$ cat config.mk
export PLATFORM = sky130hd
export DESIGN_NAME = multiplexed_seven_segment_display
export DESIGN_NICKNAME = d
export VERILOG_FILES = /design/src/sv/msd_pkg.sv /design/src/sv/msd_shape_gen.sv /design/src/sv/multiplexed_seven_segment_display.sv
export SDC_FILE = /design/constraint.sdc
export NUM_CORES = 1
export LEC_CHECK = 0
export ABC_AREA = 1
export CAP_MARGIN = 5
export CORE_ASPECT_RATIO = 0.8
export CORE_MARGIN = 2
export CORE_UTILIZATION = 50
export DETAILED_ROUTE_END_ITERATION = 7
export DONT_BUFFER_PORTS = 1
export PLACE_DENSITY = 0.67
export SETUP_SLACK_MARGIN = 0.15
export SKIP_LAST_GASP = 1
export SLEW_MARGIN = 20
export SYNTH_ARGS = -nofsm -noshare
export SYNTH_HDL_FRONTEND = slang
export SYNTH_SLANG_ARGS = --single-unit
$ cat constraint.sdc
create_clock -name clk_i -period 10.55 [get_ports clk_i]
set_input_delay 0.5275 -clock clk_i [delete_from_list [all_inputs] [get_ports clk_i]]
set_output_delay 0.5275 -clock clk_i [all_outputs]
set_load 0.005 [all_outputs]
$ cat src/sv/msd_pkg.sv
// Shared types, codes and segment tables for the seven-segment matrix driver.
// No dependencies; imported by msd_shape_gen and multiplexed_seven_segment_display.
package msd_pkg;

  // Fixed field widths
  localparam int unsigned CmdW      = 3;
  localparam int unsigned AddrW     = 5;
  localparam int unsigned MsgW      = 3;
  localparam int unsigned CodeW     = 4;
  localparam int unsigned LenW      = 2;
  localparam int unsigned NumW      = 11;
  localparam int unsigned NumWidthW = 2;
  localparam int unsigned CfgIdxW   = 2;

  // Digit layout: three digits, segments a..g in columns 0..6
  localparam int unsigned DigitCount = 3;
  localparam int unsigned SegW       = 7;

  // Special digit codes
  localparam logic [CodeW-1:0] CodeMinus = 4'd10;
  localparam logic [CodeW-1:0] CodeBlank = 4'd11;

  // Largest magnitude the display can show
  localparam logic [9:0] MagMax = 10'd999;

  typedef enum logic [CmdW-1:0] {
    CmdScan    = 3'd0,
    CmdSetLed  = 3'd1,
    CmdMessage = 3'd2,
    CmdDigits  = 3'd3,
    CmdNumber  = 3'd4
  } cmd_e;

  typedef enum logic [CfgIdxW-1:0] {
    RegRowOnLevel    = 2'd0,
    RegColumnOnLevel = 2'd1
  } reg_idx_e;

  // Segment patterns for all digit positions, position 0 is leftmost
  typedef logic [DigitCount-1:0][SegW-1:0] digit_segs_t;

  // Digit-row update handed from the shape generator to the frame buffer
  typedef struct packed {
    logic        en;
    digit_segs_t seg;
  } digit_write_t;

  // Segment pattern of a digit code; unknown codes are blank
  function automatic logic [SegW-1:0] digit_shape(input logic [CodeW-1:0] code);
    logic [SegW-1:0] shape;
    unique case (code)
      4'd0:    shape = 7'h3F;
      4'd1:    shape = 7'h06;
      4'd2:    shape = 7'h5B;
      4'd3:    shape = 7'h4F;
      4'd4:    shape = 7'h66;
      4'd5:    shape = 7'h6D;
      4'd6:    shape = 7'h7D;
      4'd7:    shape = 7'h07;
      4'd8:    shape = 7'h7F;
      4'd9:    shape = 7'h6F;
      4'd10:   shape = 7'h40;
      default: shape = 7'h00;
    endcase
    return shape;
  endfunction

  // Fixed three-letter messages
  function automatic digit_segs_t message_shape(input logic [MsgW-1:0] idx);
    digit_segs_t segs;
    unique case (idx)
      3'd0:    segs = {7'h3F, 7'h76, 7'h39};  // CHO
      3'd1:    segs = {7'h37, 7'h3F, 7'h00};  // On
      3'd2:    segs = {7'h71, 7'h71, 7'h3F};  // OFF
      3'd3:    segs = {7'h37, 7'h3F, 7'h5E};  // dOn
      3'd4:    segs = {7'h50, 7'h50, 7'h79};  // Err
      3'd5:    segs = {7'h1C, 7'h79, 7'h6D};  // SEu
      3'd6:    segs = {7'h5E, 7'h79, 7'h6D};  // SEd
      default: segs = '0;                     // blank
    endcase
    return segs;
  endfunction

endpackage

$ cat src/sv/msd_shape_gen.sv
// Segment pattern generation for the three digit rows (messages, codes, numbers).
// Depends on msd_pkg.
module msd_shape_gen (
  input  logic [msd_pkg::CmdW-1:0]      cmd_i,
  input  logic [msd_pkg::MsgW-1:0]      message_index_i,
  input  logic [msd_pkg::CodeW-1:0]     string_code_0_i,
  input  logic [msd_pkg::CodeW-1:0]     string_code_1_i,
  input  logic [msd_pkg::CodeW-1:0]     string_code_2_i,
  input  logic [msd_pkg::LenW-1:0]      string_length_i,
  input  logic signed [msd_pkg::NumW-1:0] number_value_i,
  input  logic [msd_pkg::NumWidthW-1:0] number_width_i,
  output msd_pkg::digit_write_t         write_o
);
  import msd_pkg::*;

  logic                 neg;
  logic [NumW-1:0]      mag_raw;
  logic [9:0]           mag;
  logic [15:0]          hund_prod;
  logic [3:0]           hund;
  logic [9:0]           rem_full;
  logic [6:0]           rem;
  logic [14:0]          tens_prod;
  logic [3:0]           tens;
  logic [6:0]           unit_full;
  logic [CodeW-1:0]     unit;
  logic [LenW-1:0]      len;
  logic [DigitCount-1:0][CodeW-1:0] codes;
  digit_segs_t          code_segs;
  digit_segs_t          num_segs;

  // Magnitude with clamp to 999
  assign neg     = number_value_i[NumW-1];
  assign mag_raw = neg ? (NumW'(0) - NumW'(number_value_i)) : NumW'(number_value_i);
  assign mag     = (mag_raw > NumW'(MagMax)) ? MagMax : mag_raw[9:0];

  // Decimal digits by reciprocal multiplication (exact for values below 1000)
  assign hund_prod = 16'(mag) * 16'd41;
  assign hund      = hund_prod[15:12];
  assign rem_full  = mag - 10'(hund) * 10'd100;
  assign rem       = rem_full[6:0];
  assign tens_prod = 15'(rem) * 15'd205;
  assign tens      = tens_prod[14:11];
  assign unit_full = rem - 7'(tens) * 7'd10;
  assign unit      = unit_full[CodeW-1:0];

  // Number layout: units always, tens by width, left digit minus or hundreds
  always_comb begin
    num_segs[2] = digit_shape(unit);
    num_segs[1] = (number_width_i > 2'd1) ? digit_shape(tens) : digit_shape(CodeBlank);
    if (neg) begin
      num_segs[0] = digit_shape(CodeMinus);
    end else if (number_width_i > 2'd2) begin
      num_segs[0] = digit_shape(hund);
    end else begin
      num_segs[0] = digit_shape(CodeBlank);
    end
  end

  // Digit codes, positions past the length are blank
  assign codes = {string_code_2_i, string_code_1_i, string_code_0_i};
  assign len   = (32'(string_length_i) > DigitCount) ? LenW'(DigitCount) : string_length_i;

  always_comb begin
    for (int i = 0; i < DigitCount; i++) begin
      code_segs[i] = (32'(len) > i) ? digit_shape(codes[i]) : digit_shape(CodeBlank);
    end
  end

  // Select the source by command
  always_comb begin
    write_o = '0;
    unique case (cmd_e'(cmd_i))
      CmdMessage: begin
        write_o.en  = 1'b1;
        write_o.seg = message_shape(message_index_i);
      end
      CmdDigits: begin
        write_o.en  = 1'b1;
        write_o.seg = code_segs;
      end
      CmdNumber: begin
        write_o.en  = 1'b1;
        write_o.seg = num_segs;
      end
      default: begin
        write_o = '0;
      end
    endcase
  end

endmodule

$ cat src/sv/multiplexed_seven_segment_display.sv
// Top level of the multiplexed seven-segment LED matrix driver.
// Depends on msd_pkg and msd_shape_gen.
//
// One request is taken per clock cycle (busy_o stays low) and its result
// appears on row_lines_o / column_lines_o with valid_o once the request
// has passed the input register and then the frame buffer update and pin
// register. Every request, including ones with an unused command code,
// produces exactly one result, which reports the pin levels after that
// request's update. The receiver cannot stall the block. A scan tick
// switches the previous row off, loads the columns of the current row and
// switches that row on. Configuration writes (pin polarities) are always
// ready and take effect on the next result.
module multiplexed_seven_segment_display #(
  parameter int unsigned ROW_COUNT    = 4,
  parameter int unsigned COLUMN_COUNT = 8
) (
  input  logic                            clk_i,
  input  logic                            rst_ni,
  // Request channel
  input  logic                            start_i,
  output logic                            busy_o,
  input  logic [msd_pkg::CmdW-1:0]        cmd_i,
  input  logic [msd_pkg::AddrW-1:0]       led_address_i,
  input  logic                            led_on_i,
  input  logic [msd_pkg::MsgW-1:0]        message_index_i,
  input  logic [msd_pkg::CodeW-1:0]       string_code_0_i,
  input  logic [msd_pkg::CodeW-1:0]       string_code_1_i,
  input  logic [msd_pkg::CodeW-1:0]       string_code_2_i,
  input  logic [msd_pkg::LenW-1:0]        string_length_i,
  input  logic signed [msd_pkg::NumW-1:0] number_value_i,
  input  logic [msd_pkg::NumWidthW-1:0]   number_width_i,
  // Result channel
  output logic                            valid_o,
  output logic [ROW_COUNT-1:0]            row_lines_o,
  output logic [COLUMN_COUNT-1:0]         column_lines_o,
  // Configuration channel
  input  logic                            cfg_valid_i,
  output logic                            cfg_ready_o,
  input  logic [msd_pkg::CfgIdxW-1:0]     cfg_index_i,
  input  logic                            cfg_data_i
);
  import msd_pkg::*;

  localparam int unsigned RowIdxW = (ROW_COUNT > 1) ? $clog2(ROW_COUNT) : 1;

  // Input register
  logic                  in_valid_q;
  logic [CmdW-1:0]       cmd_q;
  logic [AddrW-1:0]      led_address_q;
  logic                  led_on_q;
  logic [MsgW-1:0]       message_index_q;
  logic [CodeW-1:0]      string_code_0_q;
  logic [CodeW-1:0]      string_code_1_q;
  logic [CodeW-1:0]      string_code_2_q;
  logic [LenW-1:0]       string_length_q;
  logic signed [NumW-1:0] number_value_q;
  logic [NumWidthW-1:0]  number_width_q;

  // Block state
  logic [ROW_COUNT-1:0][COLUMN_COUNT-1:0] fb_q, fb_d;
  logic [RowIdxW-1:0]       scan_row_q, scan_row_d, prev_row;
  logic [ROW_COUNT-1:0]     row_pins_q, row_pins_d;
  logic [COLUMN_COUNT-1:0]  col_pins_q, col_pins_d;
  logic                     row_on_level_q;
  logic                     col_on_level_q;

  // Result register
  logic                     valid_q;
  logic [ROW_COUNT-1:0]     row_lines_q;
  logic [COLUMN_COUNT-1:0]  column_lines_q;

  digit_write_t             dwrite;
  logic                     accept;

  assign busy_o      = 1'b0;
  assign cfg_ready_o = 1'b1;
  assign accept      = start_i && !busy_o;

  // Capture the request
  always_ff @(posedge clk_i or negedge rst_ni) begin
    if (!rst_ni) begin
      in_valid_q <= 1'b0;
    end else begin
      in_valid_q <= accept;
    end
  end

  always_ff @(posedge clk_i) begin
    if (accept) begin
      cmd_q           <= cmd_i;
      led_address_q   <= led_address_i;
      led_on_q        <= led_on_i;
      message_index_q <= message_index_i;
      string_code_0_q <= string_code_0_i;
      string_code_1_q <= string_code_1_i;
      string_code_2_q <= string_code_2_i;
      string_length_q <= string_length_i;
      number_value_q  <= number_value_i;
      number_width_q  <= number_width_i;
    end
  end

  // Digit row patterns
  msd_shape_gen u_shape_gen (
    .cmd_i           (cmd_q),
    .message_index_i (message_index_q),
    .string_code_0_i (string_code_0_q),
    .string_code_1_i (string_code_1_q),
    .string_code_2_i (string_code_2_q),
    .string_length_i (string_length_q),
    .number_value_i  (number_value_q),
    .number_width_i  (number_width_q),
    .write_o         (dwrite)
  );

  assign prev_row = (scan_row_q == '0) ? RowIdxW'(ROW_COUNT - 1) : scan_row_q - 1'b1;

  // Frame buffer and pin update for the registered request
  always_comb begin
    fb_d       = fb_q;
    scan_row_d = scan_row_q;
    row_pins_d = row_pins_q;
    col_pins_d = col_pins_q;
    if (in_valid_q) begin
      unique case (cmd_e'(cmd_q))
        CmdScan: begin
          row_pins_d[prev_row]   = 1'b0;
          col_pins_d             = fb_q[scan_row_q];
          row_pins_d[scan_row_q] = 1'b1;
          scan_row_d = (32'(scan_row_q) == ROW_COUNT - 1) ? '0 : scan_row_q + 1'b1;
        end
        CmdSetLed: begin
          for (int r = 0; r < ROW_COUNT; r++) begin
            for (int c = 0; c < COLUMN_COUNT; c++) begin
              if (32'(led_address_q) == r * COLUMN_COUNT + c) begin
                fb_d[r][c] = led_on_q;
              end
            end
          end
        end
        CmdMessage, CmdDigits, CmdNumber: begin
          for (int i = 0; i < DigitCount; i++) begin
            if (i + 1 < ROW_COUNT) begin
              fb_d[i+1][SegW-1:0] = dwrite.seg[i];
            end
          end
        end
        default: begin
          fb_d = fb_q;
        end
      endcase
    end
  end

  // State registers
  always_ff @(posedge clk_i or negedge rst_ni) begin
    if (!rst_ni) begin
      fb_q       <= '0;
      scan_row_q <= '0;
      row_pins_q <= '0;
      col_pins_q <= '0;
    end else begin
      fb_q       <= fb_d;
      scan_row_q <= scan_row_d;
      row_pins_q <= row_pins_d;
      col_pins_q <= col_pins_d;
    end
  end

  // Polarity registers
  always_ff @(posedge clk_i or negedge rst_ni) begin
    if (!rst_ni) begin
      row_on_level_q <= 1'b1;
      col_on_level_q <= 1'b1;
    end else if (cfg_valid_i && cfg_ready_o) begin
      unique case (reg_idx_e'(cfg_index_i))
        RegRowOnLevel:    row_on_level_q <= cfg_data_i;
        RegColumnOnLevel: col_on_level_q <= cfg_data_i;
        default:          ;
      endcase
    end
  end

  // Result register: pin levels after the update
  always_ff @(posedge clk_i or negedge rst_ni) begin
    if (!rst_ni) begin
      valid_q <= 1'b0;
    end else begin
      valid_q <= in_valid_q;
    end
  end

  always_ff @(posedge clk_i) begin
    if (in_valid_q) begin
      row_lines_q    <= row_pins_d ^ {ROW_COUNT{~row_on_level_q}};
      column_lines_q <= col_pins_d ^ {COLUMN_COUNT{~col_on_level_q}};
    end
  end

  assign valid_o        = valid_q;
  assign row_lines_o    = row_lines_q;
  assign column_lines_o = column_lines_q;

  // Every request gives a result once it has passed the input and result registers
  a_req_to_result: assert property (@(posedge clk_i) disable iff (!rst_ni)
    accept |-> ##2 valid_o)
    else $error("request did not produce a result");

  // No result without a matching earlier request
  a_result_has_req: assert property (@(posedge clk_i) disable iff (!rst_ni)
    valid_o |-> $past(accept, 2))
    else $error("result without a request");

  // At most one row is ever driven
  a_one_row: assert property (@(posedge clk_i) disable iff (!rst_ni)
    $onehot0(row_pins_q))
    else $error("more than one row active");

  // Scan pointer stays inside the matrix
  a_scan_range: assert property (@(posedge clk_i) disable iff (!rst_ni)
    32'(scan_row_q) < ROW_COUNT)
    else $error("scan row out of range");

  // Only a scan tick moves the scan pointer
  a_scan_moves: assert property (@(posedge clk_i) disable iff (!rst_ni)
    (scan_row_q != $past(scan_row_q)) |-> ($past(in_valid_q) && $past(cmd_q) == CmdScan))
    else $error("scan row changed without a scan tick");

endmodule

==> run_results.csv <==
group,metric,value,unit
timing,slew_headroom,47.6,%
final_layout,layout_commonest_cell,"nand2_1",
clocking,clock_path_buffers,2,
synth,synth-seq-cells,122,
timing,min_period_over_period,91.5,%
setup_path,critPathArrivalTime,9950,ps
setup_path,slowest_delay,490,ps
global_routing,grt_pass1_wl,33500,um
placed_design,place_congestion,0.917,
global_routing,grt_max_degree,54,
routing,route.detailed.drc,0,
outcome,outcome,"complete, no violations",
floorplanning,die_w,155,um
setup_path,critPathLaunch,"number_value_q[4]$_DFFE_PP_",
floorplanning,die_h,125,um
clocking,cts_sinks,122,
routing,wl_per_cell,14.0,um
floorplanning,io_pins,61,
timing,finClkSkew,12.2,ps
final_layout,syn2layout_area_growth,11.0,%
routing,drt-total-wl,20000,um
setup_path,slowest_stage,"fa_1",
global_routing,gr-total-overflow,0,
clocking,clkTransAtPathRegs,60,ps
flow_run,cap_violations,0,
final_layout,final_cell_mix,"nand2_1, inv_1, ha_1",
placed_design,portBuffers,0,
setup_path,cp-start-kind,"flop",
timing,fmax,104,MHz
global_routing,antenna_found_initial,0,
final_layout,num_antenna_cells,0,
floorplanning,num_rows,44,
setup_path,endpoint,"fb_q[26]$_DFFE_PN0P_",
global_routing,grt_usage,21.5,%
timing,setup_tns,0,ps
routing,ant_nets,0,
synth,ys_warn_count,0,
min_path,hold_depth,0,
min_path,hp-class,"in2reg",
floorplanning,core_area,18000,um2
clocking,worstSkewPairLatency,410,ps
setup_path,worstReg2RegEnd,"fb_q[26]$_DFFE_PN0P_",
timing,maxSlewViolCount,0,
timing,setup_viol,0,
floorplanning,initial_core_util,50.6,%
synth,synth_flop_cell,"edfxtp_1",
timing,tightest_slew,782,ps
setup_path,cp.required,10860,ps
final_layout,nets,1349,
synth,synthesis.instances,1172,
clocking,cts_tree,"built",
routing,num_vias,7424,
synth,synth_area_per_cell,7.77,um2
setup_path,r2r_cells,58,
placed_design,dpl.hpwl,15400,um
setup_path,rrSetupSlack,900,ps
synth,synth_edf_count,51,
timing,period_needed,9650,ps
routing,drt-initial-drc-count,496,
clocking,h-tree-depth,4,
final_layout,drive_gt1_share,9.94,%
routing,firstDrtPassIters,5,
routing,viasPerCell,5.20,
synth,syn-num-nets,1337,
synth,mappedNetlistArea,9110,um2
timing,finalHoldViolations,0,
setup_path,reg2reg_from,"number_value_q[4]$_DFFE_PP_",
timing,grt_setup_unrepaired,"no",
setup_path,critical_path.max_fanout,8,
floorplanning,die_area,19300,um2
final_layout,n_fill_cell,1652,
setup_path,critPathCaptureType,"flop",
synth,async_reset_ff_share,41.0,%
global_routing,grt_pass1_vias,6942,
synth,synth_cell_types,53,
clocking,clock-root-buffer,"clkbuf_16",
clocking,cts-buffers-inserted,17,
setup_path,worstSetupPathType,"reg2reg",
synth,yosysSeqAreaShare,35.2,%
## worst min path at each step
stage               startpoint                 endpoint  slack, ps
floorplan               rst_ni  col_pins_q[0]$_DFF_PN0_        230
finish                 start_i     in_valid_q$_DFF_PN0_        150
global placement        rst_ni        valid_o$_DFF_PN0_        230
CTS                    start_i     in_valid_q$_DFF_PN0_        140
detailed placement      rst_ni        valid_o$_DFF_PN0_        230
global route           start_i     in_valid_q$_DFF_PN0_        130
## stage by stage
step	setup slack, ps	hold WS, ps	utilization [%]	cells	area (um2)
2_1_floorplan	1210	232	-	1172	9110
3_3_place_gp	622	234	51.8	1386	9330
3_5_place_dp	254	233	51.8	1386	9330
4_1_cts	198	138	55.2	1420	9940
5_1_grt	145	132	56.1	1427	10100
6_report	902	153	56.1	1427	10100
## kinds of logic (layout without fill, tap and decap cells)
logic type      Yosys count  count (layout)  synth area share, %
simple gates            556             556                 27.0
other cells               2               2               0.0825
fa+ha+maj               119             119                 17.3
xor+xnor                 23              23                 2.67
flops                   122             122                 35.2
compound gates          152             152                 9.44
buf+inv                 198             223                 8.30
## critical path, delay by kind of cell, from the launching register on
kind | cells | cell delay [ps]
adders and majority gates | 12 | 4270
and+or+nand+nor | 29 | 3300
buffers and inverters | 12 | 790
AOI/OAI and AO/OA | 4 | 520
DFF | 1 | 430
xor gates and xnor gates | 1 | 190
## per-layer routing
metal / track usage [%] / vias up / part of all wire, %
met5: 0 / - / 0
met4: 5.50 / 0 / 1.3
met3: 3.83 / 23 / 5.2
met2: 31.0 / 216 / 42
met1: 33.2 / 3379 / 52
li1: - / 3806 / -
## synth_stat cells (2+ instances only)
library cell / instances / area share [%]
xor2_1: 15 / 1.4
inv_1: 170 / 7.0
nor2_1: 89 / 3.7
a21oi_1: 39 / 2.1
nand2_4: 9 / 1.1
a22oi_1: 7 / 0.58
nand3_1: 72 / 4.0
nand3_2: 3 / 0.33
clkbuf_1: 14 / 0.58
a2111oi_0: 2 / 0.19
o21ai_1: 5 / 0.27
xor2_2: 2 / 0.36
nand3_4: 2 / 0.38
conb_1: 2 / 0.082
or2_1: 2 / 0.14
nand2_2: 10 / 0.69
dfrtp_1: 48 / 13
nor2_2: 5 / 0.34
edfxtp_1: 51 / 17
a31oi_1: 3 / 0.21
nand4_1: 13 / 0.89
ha_1: 107 / 15
nand3b_1: 5 / 0.41
clkinv_1: 3 / 0.12
inv_2: 7 / 0.29
xnor2_1: 4 / 0.38
fa_1: 12 / 2.6
dfxtp_1: 21 / 4.6
or2_2: 17 / 1.2
buf_4: 3 / 0.25
o21ai_0: 76 / 4.2
nand2_1: 321 / 13
a221oi_1: 3 / 0.29
dfstp_2: 2 / 0.58
nor3_1: 5 / 0.27
o21bai_1: 3 / 0.25
o211ai_1: 2 / 0.16
o31ai_1: 3 / 0.25
## cell type report
class | instances | area (um2) | area share (%)
multi-input combinational | 852 | 5260 | 52.0
sequential | 122 | 3210 | 31.7
inverter | 180 | 676 | 6.69
clock buffer | 20 | 447 | 4.42
tap | 230 | 288 | 2.85
clock inverter | 12 | 124 | 1.23
timing repair buffer | 11 | 105 | 1.04
## timing repair
item | 4_1_cts | 5_1_grt
resized for setup | 0 | 20
setup buffers | 0 | 7
hold buffers | 2 | 0
endpoints found under the hold margin | 50 | 0
setup endpoints to repair | 0 | 11
Power is left out: the tool's default activity adds up to more than one toggle a clock period on the data nets, which glitch-free logic cannot reach.
